**src/rtl/pce_pkg.sv**
```systemverilog
// ----------------------------------------------------------------------------
// pce_pkg
// Types and constants shared by the polyline curvature estimator modules.
// ----------------------------------------------------------------------------
package pce_pkg;

  // Input item: one polyline point
  typedef struct packed {
    logic signed [31:0] point_x;
    logic signed [31:0] point_y;
    logic               last_point;
  } in_t;

  // Result item: segment length and curvature of one point
  typedef struct packed {
    logic        [31:0] segment_length;
    logic signed [31:0] curvature;
    logic               line_valid;
    logic               last_result;
  } out_t;

  // Coordinate difference and CORDIC datapath widths
  localparam int unsigned DIFF_W  = 33;
  localparam int unsigned CX_W    = 36;
  localparam int unsigned ANG_W   = 32;
  // Divider numerator width: |dh| * 16 plus rounding term
  localparam int unsigned NUM_W   = 38;
  localparam int unsigned DEN_W   = 32;

  // Angles in Q3.28 radians
  localparam logic signed [ANG_W-1:0] PI_Q28     = 32'sd843314857;
  localparam logic signed [33:0]      TWO_PI_Q28 = 34'sd1686629713;
  // 1/K in Q30
  localparam logic [29:0]             KINV_Q30   = 30'd652032874;
  // Floor of the mean segment length, 0.05 m in Q16.16
  localparam logic [31:0]             DS_FLOOR   = 32'd3277;
  localparam logic [31:0]             CURV_MAX   = 32'h7FFF_FFFF;

  // Step angle atan(2^-i) in Q3.28
  function automatic logic signed [ANG_W-1:0] step_angle(input logic [5:0] i);
    logic signed [ANG_W-1:0] a;
    a = '0;
    case (i)
      6'd0:  a = 32'sd210828714;
      6'd1:  a = 32'sd124459457;
      6'd2:  a = 32'sd65760959;
      6'd3:  a = 32'sd33381290;
      6'd4:  a = 32'sd16755422;
      6'd5:  a = 32'sd8385879;
      6'd6:  a = 32'sd4194033;
      6'd7:  a = 32'sd2097109;
      6'd8:  a = 32'sd1048571;
      6'd9:  a = 32'sd524287;
      6'd10: a = 32'sd262144;
      6'd11: a = 32'sd131072;
      default: begin
        if (i <= 6'd28) begin
          a = 32'sd1 <<< (6'd28 - i);
        end else begin
          a = '0;
        end
      end
    endcase
    return a;
  endfunction

endpackage

```
**src/rtl/polyline_curvature_estimator.sv**
```systemverilog
// ----------------------------------------------------------------------------
// polyline_curvature_estimator
// Segment length and discrete curvature of a 2D polyline, one point per item.
// ----------------------------------------------------------------------------
// Each accepted point runs through a vectoring CORDIC (one micro-rotation
// per step), a split multiply for the length scale (low half, then high
// half), and from the third point on a restoring divider (one quotient
// bit per step) for the curvature; the first point of a line is only
// stored, or gives a short result if it is also the last. Input ready
// is low while an item is worked on. Results sit in a three-entry queue,
// so the next point is taken while earlier results still wait; a new
// batch of results waits until the queue has drained. Results lag by one
// point, the first result of a line comes with the third point, and the
// final point gives its own copy of the result before it.
module polyline_curvature_estimator #(
  parameter int unsigned CORDIC_STEPS = 24
) (
  input  logic            clk_i,
  input  logic            rst_ni,
  input  logic            in_valid_i,
  output logic            in_ready_o,
  input  pce_pkg::in_t    in_data_i,
  output logic            out_valid_o,
  input  logic            out_ready_i,
  output pce_pkg::out_t   out_data_o
);

  typedef enum logic [2:0] {
    ST_IDLE, ST_CORDIC, ST_MUL_LO, ST_MUL_HI, ST_ROUND, ST_PREP, ST_DIV, ST_PUSH
  } state_e;

  state_e              state_q;
  logic signed [31:0]  prev_x_q, prev_y_q, prev_hd_q;
  logic [31:0]         prev_seg_q, seg_q;
  logic [1:0]          ps_q;
  logic                head_done_q, last_q, neg_q;
  logic [63:0]         acc_q;
  pce_pkg::out_t       pend_q [3];
  logic [1:0]          pend_n_q;
  pce_pkg::out_t       res_q [3];
  logic [1:0]          cnt_q, rd_q;
  logic signed [31:0]  cur_x_q, cur_y_q;

  logic                                 in_acc, out_acc, cor_start, cor_done;
  logic signed [pce_pkg::DIFF_W-1:0]    dx, dy;
  logic signed [pce_pkg::CX_W-1:0]      mag;
  logic signed [pce_pkg::ANG_W-1:0]     ang;
  logic                                 div_start, div_done;
  logic [pce_pkg::NUM_W-1:0]            num, quot;
  logic [pce_pkg::DEN_W-1:0]            den;
  logic [63:0]                          rnd;
  logic [31:0]                          seg_d;
  logic signed [33:0]                   dh;
  logic [33:0]                          dh_abs;
  logic [32:0]                          ds_sum;
  logic [31:0]                          ds;
  logic [31:0]                          qsat, curv;
  pce_pkg::out_t                        short_res;

  assign in_ready_o  = (state_q == ST_IDLE);
  assign in_acc      = in_valid_i && in_ready_o;
  assign out_valid_o = (cnt_q != 2'd0);
  assign out_acc     = out_valid_o && out_ready_i;
  assign out_data_o  = res_q[rd_q];

  // Start the CORDIC on the difference to the previous point
  assign dx        = pce_pkg::DIFF_W'(in_data_i.point_x) - pce_pkg::DIFF_W'(prev_x_q);
  assign dy        = pce_pkg::DIFF_W'(in_data_i.point_y) - pce_pkg::DIFF_W'(prev_y_q);
  assign cor_start = in_acc && (ps_q != 2'd0);

  pce_cordic #(.CORDIC_STEPS(CORDIC_STEPS)) u_cordic (
    .clk_i, .rst_ni, .start_i(cor_start), .dx_i(dx), .dy_i(dy),
    .done_o(cor_done), .mag_o(mag), .ang_o(ang)
  );

  // Round the scaled magnitude and saturate
  always_comb begin
    rnd   = acc_q + 64'(1) * (64'd1 << 29);
    seg_d = (rnd[63:30] > 34'h0_FFFF_FFFF) ? 32'hFFFF_FFFF : rnd[61:30];
  end

  // Heading change wrap, mean length floor, divider operands
  always_comb begin
    dh = 34'(ang) - 34'(prev_hd_q);
    if (dh > 34'(pce_pkg::PI_Q28)) begin
      dh = dh - pce_pkg::TWO_PI_Q28;
    end else if (dh < -34'(pce_pkg::PI_Q28)) begin
      dh = dh + pce_pkg::TWO_PI_Q28;
    end
    dh_abs = dh[33] ? 34'(-dh) : 34'(dh);
    ds_sum = {1'b0, prev_seg_q} + {1'b0, seg_q};
    ds     = ds_sum[32:1];
    if (ds < pce_pkg::DS_FLOOR) begin
      ds = pce_pkg::DS_FLOOR;
    end
    num = {dh_abs, 4'b0000} + pce_pkg::NUM_W'(ds[31:1]);
    den = ds;
  end
  assign div_start = (state_q == ST_PREP);

  pce_divider u_div (
    .clk_i, .rst_ni, .start_i(div_start), .num_i(num), .den_i(den),
    .done_o(div_done), .quot_o(quot)
  );

  // Saturate and sign the quotient
  always_comb begin
    qsat = (quot > pce_pkg::NUM_W'(pce_pkg::CURV_MAX)) ? pce_pkg::CURV_MAX : quot[31:0];
    curv = neg_q ? (32'd0 - qsat) : qsat;
    short_res = '{segment_length: '0, curvature: '0, line_valid: 1'b0,
                  last_result: 1'b1};
  end

  // Sequencer, line state and result queue
  always_ff @(posedge clk_i or negedge rst_ni) begin
    if (!rst_ni) begin
      state_q     <= ST_IDLE;
      prev_x_q    <= '0;
      prev_y_q    <= '0;
      prev_hd_q   <= '0;
      prev_seg_q  <= '0;
      seg_q       <= '0;
      ps_q        <= '0;
      head_done_q <= 1'b0;
      last_q      <= 1'b0;
      neg_q       <= 1'b0;
      acc_q       <= '0;
      pend_n_q    <= '0;
      cnt_q       <= '0;
      rd_q        <= '0;
      cur_x_q     <= '0;
      cur_y_q     <= '0;
      for (int k = 0; k < 3; k++) begin
        pend_q[k] <= '0;
        res_q[k]  <= '0;
      end
    end else begin
      // Drop a taken result
      if (out_acc) begin
        rd_q  <= rd_q + 1'b1;
        cnt_q <= cnt_q - 1'b1;
      end
      unique case (state_q)
        ST_IDLE: begin
          if (in_acc) begin
            cur_x_q <= in_data_i.point_x;
            cur_y_q <= in_data_i.point_y;
            last_q  <= in_data_i.last_point;
            if (ps_q == 2'd0) begin
              prev_x_q <= in_data_i.point_x;
              prev_y_q <= in_data_i.point_y;
              if (in_data_i.last_point) begin
                pend_q[0] <= short_res;
                pend_n_q  <= 2'd1;
                state_q   <= ST_PUSH;
              end else begin
                ps_q <= 2'd1;
              end
            end else begin
              state_q <= ST_CORDIC;
            end
          end
        end
        ST_CORDIC: begin
          if (cor_done) begin
            state_q <= ST_MUL_LO;
          end
        end
        ST_MUL_LO: begin
          acc_q   <= 64'(mag[16:0]) * 64'(pce_pkg::KINV_Q30);
          state_q <= ST_MUL_HI;
        end
        ST_MUL_HI: begin
          acc_q   <= acc_q + ((64'(mag[33:17]) * 64'(pce_pkg::KINV_Q30)) << 17);
          state_q <= ST_ROUND;
        end
        ST_ROUND: begin
          seg_q <= seg_d;
          if (ps_q == 2'd1) begin
            if (last_q) begin
              ps_q      <= 2'd0;
              pend_q[0] <= short_res;
              pend_n_q  <= 2'd1;
              state_q   <= ST_PUSH;
            end else begin
              prev_seg_q  <= seg_d;
              prev_hd_q   <= ang;
              prev_x_q    <= cur_x_q;
              prev_y_q    <= cur_y_q;
              ps_q        <= 2'd2;
              head_done_q <= 1'b0;
              state_q     <= ST_IDLE;
            end
          end else begin
            state_q <= ST_PREP;
          end
        end
        ST_PREP: begin
          neg_q   <= dh[33];
          state_q <= ST_DIV;
        end
        ST_DIV: begin
          if (div_done) begin
            // Build the result list for this point
            if (!head_done_q) begin
              pend_q[0] <= '{segment_length: prev_seg_q, curvature: curv,
                             line_valid: 1'b1, last_result: 1'b0};
              pend_q[1] <= '{segment_length: seg_q, curvature: curv,
                             line_valid: 1'b1, last_result: 1'b0};
              pend_q[2] <= '{segment_length: seg_q, curvature: curv,
                             line_valid: 1'b1, last_result: 1'b1};
              pend_n_q  <= last_q ? 2'd3 : 2'd2;
            end else begin
              pend_q[0] <= '{segment_length: seg_q, curvature: curv,
                             line_valid: 1'b1, last_result: 1'b0};
              pend_q[1] <= '{segment_length: seg_q, curvature: curv,
                             line_valid: 1'b1, last_result: 1'b1};
              pend_n_q  <= last_q ? 2'd2 : 2'd1;
            end
            if (last_q) begin
              ps_q        <= 2'd0;
              head_done_q <= 1'b0;
            end else begin
              head_done_q <= 1'b1;
              prev_seg_q  <= seg_q;
              prev_hd_q   <= ang;
              prev_x_q    <= cur_x_q;
              prev_y_q    <= cur_y_q;
            end
            state_q <= ST_PUSH;
          end
        end
        ST_PUSH: begin
          // Load the queue once it has drained
          if (cnt_q == 2'd0) begin
            res_q   <= pend_q;
            rd_q    <= '0;
            cnt_q   <= pend_n_q;
            state_q <= ST_IDLE;
          end
        end
        default: state_q <= ST_IDLE;
      endcase
    end
  end

  // Queue never holds more than three results
  a_cnt: assert property (@(posedge clk_i) disable iff (!rst_ni)
    cnt_q <= 2'd3) else $error("result queue overflow");
  // A taken item after a line's first point closes the input until its work ends
  a_busy: assert property (@(posedge clk_i) disable iff (!rst_ni)
    (in_acc && ps_q != 2'd0) |=> !in_ready_o) else $error("input open while busy");
  // Unit completions only in their own states
  a_cor: assert property (@(posedge clk_i) disable iff (!rst_ni)
    cor_done |-> state_q == ST_CORDIC) else $error("stray cordic done");
  a_div: assert property (@(posedge clk_i) disable iff (!rst_ni)
    div_done |-> state_q == ST_DIV) else $error("stray divider done");

endmodule

```
**src/rtl/pce_cordic.sv**
```systemverilog
// ----------------------------------------------------------------------------
// pce_cordic
// Iterative vectoring CORDIC: one micro-rotation per cycle on a shared
// add/shift datapath. Gives the scaled magnitude and the angle in Q3.28.
// ----------------------------------------------------------------------------
module pce_cordic #(
  parameter int unsigned CORDIC_STEPS = 24
) (
  input  logic                                  clk_i,
  input  logic                                  rst_ni,
  input  logic                                  start_i,
  input  logic signed [pce_pkg::DIFF_W-1:0]     dx_i,
  input  logic signed [pce_pkg::DIFF_W-1:0]     dy_i,
  output logic                                  done_o,
  output logic signed [pce_pkg::CX_W-1:0]       mag_o,
  output logic signed [pce_pkg::ANG_W-1:0]      ang_o
);

  localparam int unsigned CW = $clog2(CORDIC_STEPS + 1);

  logic                                busy_q, done_q;
  logic [CW-1:0]                       i_q;
  logic signed [pce_pkg::CX_W-1:0]     x_q, y_q, xs, ys;
  logic signed [pce_pkg::ANG_W-1:0]    z_q, z0, da;
  logic signed [pce_pkg::CX_W-1:0]     x0, y0;

  // Turn a vector with negative x by pi
  always_comb begin
    x0 = pce_pkg::CX_W'(dx_i);
    y0 = pce_pkg::CX_W'(dy_i);
    z0 = '0;
    if (dx_i < 0) begin
      x0 = -x0;
      y0 = -y0;
      z0 = (dy_i >= 0) ? pce_pkg::PI_Q28 : -pce_pkg::PI_Q28;
    end
  end

  // Shared shift and step angle
  assign xs = x_q >>> i_q;
  assign ys = y_q >>> i_q;
  assign da = pce_pkg::step_angle(6'(i_q));

  // Hold state and run one rotation per cycle
  always_ff @(posedge clk_i or negedge rst_ni) begin
    if (!rst_ni) begin
      busy_q <= 1'b0;
      done_q <= 1'b0;
      i_q    <= '0;
      x_q    <= '0;
      y_q    <= '0;
      z_q    <= '0;
    end else begin
      done_q <= 1'b0;
      if (start_i) begin
        busy_q <= 1'b1;
        i_q    <= '0;
        x_q    <= x0;
        y_q    <= y0;
        z_q    <= z0;
      end else if (busy_q) begin
        if (y_q > 0) begin
          x_q <= x_q + ys;
          y_q <= y_q - xs;
          z_q <= z_q + da;
        end else if (y_q < 0) begin
          x_q <= x_q - ys;
          y_q <= y_q + xs;
          z_q <= z_q - da;
        end
        if (i_q == CW'(CORDIC_STEPS - 1)) begin
          busy_q <= 1'b0;
          done_q <= 1'b1;
        end else begin
          i_q <= i_q + 1'b1;
        end
      end
    end
  end

  assign done_o = done_q;
  assign mag_o  = x_q;
  assign ang_o  = z_q;

  // No restart while a pass is running
  a_no_restart: assert property (@(posedge clk_i) disable iff (!rst_ni)
    busy_q |-> !start_i) else $error("cordic restarted while busy");
  // Done comes only at the end of a pass
  a_done_end: assert property (@(posedge clk_i) disable iff (!rst_ni)
    done_q |-> !busy_q) else $error("cordic done while busy");
  // Magnitude is not negative at the end of a pass
  a_mag_pos: assert property (@(posedge clk_i) disable iff (!rst_ni)
    done_q |-> x_q >= 0) else $error("cordic magnitude negative");

endmodule

```
**src/rtl/pce_divider.sv**
```systemverilog
// ----------------------------------------------------------------------------
// pce_divider
// Restoring divider: one quotient bit per cycle, MSB first.
// ----------------------------------------------------------------------------
module pce_divider (
  input  logic                          clk_i,
  input  logic                          rst_ni,
  input  logic                          start_i,
  input  logic [pce_pkg::NUM_W-1:0]     num_i,
  input  logic [pce_pkg::DEN_W-1:0]     den_i,
  output logic                          done_o,
  output logic [pce_pkg::NUM_W-1:0]     quot_o
);

  localparam int unsigned CW = $clog2(pce_pkg::NUM_W + 1);

  logic                          busy_q, done_q;
  logic [CW-1:0]                 cnt_q;
  logic [pce_pkg::NUM_W-1:0]     nq_q;
  logic [pce_pkg::DEN_W-1:0]     rem_q, den_q;
  logic [pce_pkg::DEN_W:0]       trial, diff;
  logic                          qbit;

  // Shift in the next numerator bit and try a subtract
  always_comb begin
    trial = {rem_q, nq_q[pce_pkg::NUM_W-1]};
    diff  = trial - {1'b0, den_q};
    qbit  = (trial >= {1'b0, den_q});
  end

  always_ff @(posedge clk_i or negedge rst_ni) begin
    if (!rst_ni) begin
      busy_q <= 1'b0;
      done_q <= 1'b0;
      cnt_q  <= '0;
      nq_q   <= '0;
      rem_q  <= '0;
      den_q  <= '0;
    end else begin
      done_q <= 1'b0;
      if (start_i) begin
        busy_q <= 1'b1;
        cnt_q  <= '0;
        nq_q   <= num_i;
        rem_q  <= '0;
        den_q  <= den_i;
      end else if (busy_q) begin
        rem_q <= qbit ? diff[pce_pkg::DEN_W-1:0] : trial[pce_pkg::DEN_W-1:0];
        nq_q  <= {nq_q[pce_pkg::NUM_W-2:0], qbit};
        if (cnt_q == CW'(pce_pkg::NUM_W - 1)) begin
          busy_q <= 1'b0;
          done_q <= 1'b1;
        end else begin
          cnt_q <= cnt_q + 1'b1;
        end
      end
    end
  end

  assign done_o = done_q;
  assign quot_o = nq_q;

  // No restart while dividing
  a_no_restart: assert property (@(posedge clk_i) disable iff (!rst_ni)
    busy_q |-> !start_i) else $error("divider restarted while busy");
  // Remainder stays below the divisor
  a_rem_lt: assert property (@(posedge clk_i) disable iff (!rst_ni)
    (busy_q && cnt_q != '0) |-> rem_q < den_q) else $error("remainder too big");
  // Done follows a busy cycle
  a_done: assert property (@(posedge clk_i) disable iff (!rst_ni)
    done_q |-> $past(busy_q)) else $error("divider done without work");

endmodule

```
**config.mk**
```make
export PLATFORM = sky130hd
export DESIGN_NAME = polyline_curvature_estimator
export DESIGN_NICKNAME = d
export VERILOG_FILES = /design/src/rtl/pce_pkg.sv /design/src/rtl/polyline_curvature_estimator.sv /design/src/rtl/pce_cordic.sv /design/src/rtl/pce_divider.sv
export SDC_FILE = /design/constraint.sdc
export NUM_CORES = 2
export LEC_CHECK = 0
export BUFFER_PORTS_ARGS = -buffer_cell sky130_fd_sc_hd__buf_2
export CAP_MARGIN = 0
export CORE_AREA = 4 4 458 460
export CTS_CLUSTER_SIZE = 20
export DETAILED_ROUTE_END_ITERATION = 12
export DIE_AREA = 0 0 462 464
export GPL_TIMING_DRIVEN = 0
export PLACE_DENSITY = 0.58
export SLEW_MARGIN = 20
export SYNTH_ARGS = -nofsm -noshare
export SYNTH_HDL_FRONTEND = slang
export SYNTH_HIERARCHICAL = 1
export SYNTH_SLANG_ARGS = --single-unit
export TNS_END_PERCENT = 100
```
**constraint.sdc**
```tcl
create_clock -name clk_i -period 9.7 [get_ports clk_i]
set_input_delay 0 -clock clk_i [delete_from_list [all_inputs] [get_ports clk_i]]
set_output_delay 0 -clock clk_i [all_outputs]
set_load 0.02 [all_outputs]
```
Yosys cells after proc, flatten, opt, wreduce, memory -nomap -nowiden
Cells that the tools add are included.
Storage, ports and cells
  bits of input ports: 69
  register bits: 917
  word-level logic and storage cells: 279
Operators by class
  shift-type cells: 3
  multiply operators: 2
  multiplexer cells: 120
  reduce and logical (&&, ||, !) cells: 29
  bitwise gates (word level): 2
  equality and inequality tests: 36
  magnitude comparators: 12
  add/subtract/negate cells: 25
Operator list (count)
  $mux W32: 31
  $mux W66: 8
  $pmux W32 S12: 1
  $mux W36: 10
  $mux W198: 1
  $pmux W66 S3: 1
  $pmux W32 S3: 2
  $bmux W66 S2: 1
  $mux W132: 1
  $pmux W32 S2: 2
  $pmux W64 S2: 1
  $mux W34: 3
  $sub A32 B32 Y33: 3
  $mul A17 B29 Y46 const B: 2
  $mux W38: 2
  $add A36 B36 Y36: 2
  $neg A33 Y36: 2
  $sshr A36 B5 Y36: 2
  $sub A36 B36 Y36: 2
  $add A64 B30 Y64 const B: 1
  $add A64 B64 Y64: 1
  $sub A32 B32 Y32: 2
  $mux W2: 21
  $add A38 B31 Y38: 1
  other kinds (57): 126

Logic depth before layout (Yosys ltp)
  depth in word-level cells: 9
  mapped depth: 42
  gate-level depth less buffers: 42

Cells and area by module
Netlist, hierarchy kept.
By module, submodules not included
  polyline_curvature_estimator: sequential area each 16966.3 um2, cells an instance 6536, area each 57757.9 um2, instances 1
  pce_cordic: sequential area each 2777.7 um2, cells an instance 2458, area each 19542.5 um2, instances 1
  pce_divider: sequential area each 2752.6 um2, cells an instance 763, area each 6737.7 um2, instances 1

Worst setup path after synthesis
Ideal clock, no wire load.
  kind: register to register
  start: reg u_cordic.x_q, in the netlist u_cordic/mag_o[23]
  end: reg acc_q[63]
  arrival: 8.584 ns
  period minus slack after synthesis: 8.653 ns
  stages on the path, launching flop included: 38
  path slack: 1.047 ns
  path buffers: 0
  cell sequence: dfrtp_1 -> inv_1 -> ha_1 -> inv_1 -> fa_1 -> inv_1 -> fa_1 -> fa_1 -> inv_1 -> fa_1 -> fa_1 -> ha_1 -> a21oi_1 -> inv_1 -> a31o_2 -> a41o_1 -> o21ai_0 -> nand2b_1 -> [2 not listed] -> o21bai_1 -> xor2_1 -> ha_1 -> a21o_1 -> a21o_1 -> or3_1 -> a211oi_1 -> or3_1 -> a21oi_1 -> or3_1 -> o311ai_0 -> o211ai_1 -> a41oi_1 -> a31oi_1 -> xnor2_1 -> xnor2_1 -> or4_1 -> nand3_1
Between the ends
  cells in the longest elaborated chain, start to end: 3
Ends and longest elaborated chain
  start: declaration: RTL line pce_cordic.sv:23  | logic signed [pce_pkg::CX_W-1:0] x_q, y_q, xs, ys;
  start signal: assignment: RTL line pce_cordic.sv:63  | x_q <= x_q + ys;
  start signal: assignment: RTL line pce_cordic.sv:67  | x_q <= x_q - ys;
  $mul A17 B29 Y46: RTL line polyline_curvature_estimator.sv:174  | acc_q <= acc_q + ((64'(mag[33:17]) * 64'(pce_pkg::KINV_Q30)) << 17);
  $add A64 B64 Y64: RTL line polyline_curvature_estimator.sv:174
  $pmux W64 S2: RTL line polyline_curvature_estimator.sv:143  | unique case (state_q)
  end signal: assignment: RTL line polyline_curvature_estimator.sv:170  | acc_q <= 64'(mag[16:0]) * 64'(pce_pkg::KINV_Q30);
  end signal: assignment: RTL line polyline_curvature_estimator.sv:174
  end: declaration: RTL line polyline_curvature_estimator.sv:37  | logic [63:0] acc_q;
No other way between the ends.
A chain may end at the register's enable or synchronous reset.

Worst setup path after layout
  start: reg u_cordic.x_q, in the netlist u_cordic/mag_o[29]
  end: reg acc_q[63]
Same word-level chain as after synthesis.

==> impl_results.md <==
* Filler Cell Count at 20144
* DIE WIDTH at 462 um
* Data required time of the critical path at 10.44 ns
* Final Setup Violations at 0
* Residual DRC at 0
* Cell type with the largest total area after synthesis: dfrtp_1
* Distinct cells, synth at 134
* Clock buffer count from CTS at 107
* Maximum net fanout on the critical path at 16
* DR iter-0 viols at 5729
* Standard cell with the maximum stage delay on the critical path: dfrtp_4
* Synth Area per Inst at 8.613 um^2
* Period minus WS final at 9.226 ns
* Number of buffers added on ports at 136
* Total Routed Length at 313200 um
* Net count of the mapped netlist at 10890
* Hold path cells at 3
* Post-synthesis instance area at 84040 um^2
* Grt total ovfl at 0
* Final hold violation count at 0
* Nature of the critical path startpoint: flip-flop
* Placed instance count at 12609
* Logic depth of the worst register-to-register path at 33
* Share of the synthesized area in the top cell type at 26.77%
* Clk sinks at 899
* Status: finished, final reports clean
* Fraction of synthesis flops using an asynchronous set or reset pin at 100.0%
* CTS HTree Levels at 3
* Yosys warns at 6
* Area overhead of the layout relative to synthesis at 11.77%
* Critical path class: flip-flop to flip-flop
* Number of antenna violations at the first check in global routing at 4
* Core area at 206000 um^2
* Number of cell rows at 167
* 1st-pass router iterations at 8
* Delay of the slowest cell on the worst path at 0.66 ns
* Initial core utilization at 40.79%
* Vias per std cell at 5.742
* Detail Placement HPWL at 249100 um
* Fin Clk Skew at 0.08718 ns
* TritonCTS clock tree: built
* Fmax at 0.1084 GHz
* Portion of the post-synthesis area used by sequential elements at 26.77%
* Flip-flop cell with the highest count after synthesis: dfrtp_1
* Via count of the first global-routing pass at 74517
* Skew-Pair Late Insertion Delay at 0.81 ns
* Tightest Hold Check Type: input pin to flip-flop
* Routed vias at 74411
* Leading cell types by total area after synthesis: dfrtp_1, ha_1, fa_1, nand2_1, o21ai_0
* Synthesis-stage register bit count at 899
* Most numerous cell on the critical path: fa_1
* Remaining antenna violation count at 0
* Average wire per standard cell at 24.17 um
* Fin crit share at 95.12%
* CTS root buffer: clkbuf_16
* Number of non-filler instances in the completed layout at 12958
* Transition time at the pin with the least slew margin at 1.279 ns
* Maximum number of buffers from clock root to sink at 3
* Final non-filler cell area at 93930 um^2
* Max cap viols at 0
* Largest net degree at the start of global routing at 140
* Post-placement cell area at 88420 um^2
* Fraction of layout instances using a drive strength above 1 at 8.720%
* Critical path capture point type: flip-flop
* Top-level port count at 137
* Global-route wire length before repair at 471800 um
* Post-layout nets at 11294
* Die H at 464 um
* Most used standard cell by instance count after synthesis: nand2_1
* Number of instances in the synthesized netlist at 9757
* Clock Pin Slew Worst Setup and Hold Paths at 0.07 ns
* Rel. slew slack at 13.62%
* Die Outline Area at 214400 um^2
* Weighted congestion at the end of routability-driven global placement at 1.013
* Total global routing track utilization at 28.80%
* Count of final max-slew check failures at 0
* Number of enable flip-flop cells after synthesis at 0
* Leading post-synthesis cells by instance count: nand2_1, dfrtp_1, inv_1, o21ai_0, ha_1
* CP arrival at 9.96 ns
critical path, delay by kind of cell, from the launching register on:
family          cells  cell delay (ns)
flops               1             0.66
simple gates       11             2.23
xor+xnor            3             0.45
fa+ha+maj           8             3.82
buf+inv             2             0.20
compound gates      9             1.74
flip-flops by register name, summed over array words and instances (netlist names), 5 cells and up:
signal and flops:
prev_seg_q 32, acc_q 46, cur_y_q 32, u_div/den_q 32, u_div/quot_o 38, pend_q 197
seg_q 32, u_cordic/mag_o 36, u_div/cnt_q 6, prev_x_q 32, u_div/rem_q 32, u_cordic/ang_o 32
prev_y_q 32, res_q 197, prev_hd_q 32, cur_x_q 32, u_cordic/y_q 36, u_cordic/i_q 5
per-layer routing:
layer  GRT usage, %  vias up  wire (um)
met1          36.26    36584     129800
met3          4.895      688      18790
met2          48.15     2369     147300
met5              0        -          0
met4          13.27        0      17310
li1               -    34770          -
per-stage QoR:
step | hold WS, ns | setup WS [ns] | TNS [ns] | util [%]
3_5_place_dp | -0.1625 | -1.045 | -5.125 | 42.92
3_3_place_gp | 0.2549 | -11.60 | - | 42.76
2_1_floorplan | -0.2956 | 1.047 | 0 | -
5_1_grt | 0.03311 | -0.01947 | -0.02664 | 45.59
4_1_cts | 0.0008544 | 0.01630 | 0 | 45.30
6_report | 0.05822 | 0.4736 | 0 | 45.59
path summary, 6_finish.rpt:
path	startpoint	endpoint	slack, ns
min in group asynchronous	rst_ni	res_q[115]	0.42
hold reg to reg	pend_q[145]	res_q[145]	0.46
max in group asynchronous	rst_ni	prev_y_q[28]	6.72
setup reg to reg	u_cordic/mag_o[29]	acc_q[63]	0.47
setup / recovery	u_cordic/mag_o[29]	acc_q[63]	0.47
hold / removal	in_data_i[53]	cur_x_q[20]	0.06
cells in the final DEF, fill, tap and decap left out, types with 43 or more instances in the layout:
cell type	instances
or3_1	75
dfrtp_1	876
buf_2	175
or2_2	50
nand2_1	1762
dlygate4sd3_1	106
clkbuf_16	107
and2_1	81
xnor2_1	308
mux4_2	82
nor2_1	576
inv_1	723
a21o_1	215
o21ai_0	698
clkbuf_1	351
buf_4	49
xor2_1	221
o31ai_1	54
mux2i_1	265
o211ai_1	43
a31oi_1	90
and3_1	84
nand3_1	117
a21oi_1	522
a211oi_1	84
nor3_1	137
mux2_2	146
nand2b_1	90
nor2b_1	69
fa_1	404
ha_1	651
o21a_1	82
cell type report:
cell class	instances	area (um^2)	share of cell area, %
Clock inverter	57	744.5	0.7926
Multi-Input combinational cell	7697	57420	61.12
Timing Repair Buffer	296	2301	2.450
Sequential cell	899	22560	24.02
Tap cell	2704	3383	3.602
Clock buffer	143	2973	3.165
Antenna cell	2	5.005	0.005328
Buffer	432	1815	1.933
Inverter	728	2736	2.913
what timing repair did:
item	4_1_cts	5_1_grt
setup buffers	2	39
pin swaps	2	6
resized for setup	38	62
hold buffers	107	0
setup endpoints to repair	12	20
endpoints found under the hold margin	442	0
logic make-up after synthesis:
family / after synthesis / synth area share, %
simple gates: 3250 / 17.22
compound gates: 2341 / 18.01
buf+inv: 1161 / 5.403
fa+ha+maj: 1064 / 19.46
flops: 899 / 26.77
xor+xnor: 540 / 5.681
mux: 501 / 7.452
other cells: 1 / 0.004462
Power is not shown: default switching activity piles up to over one toggle a cycle in this logic, so the estimate is an artifact.
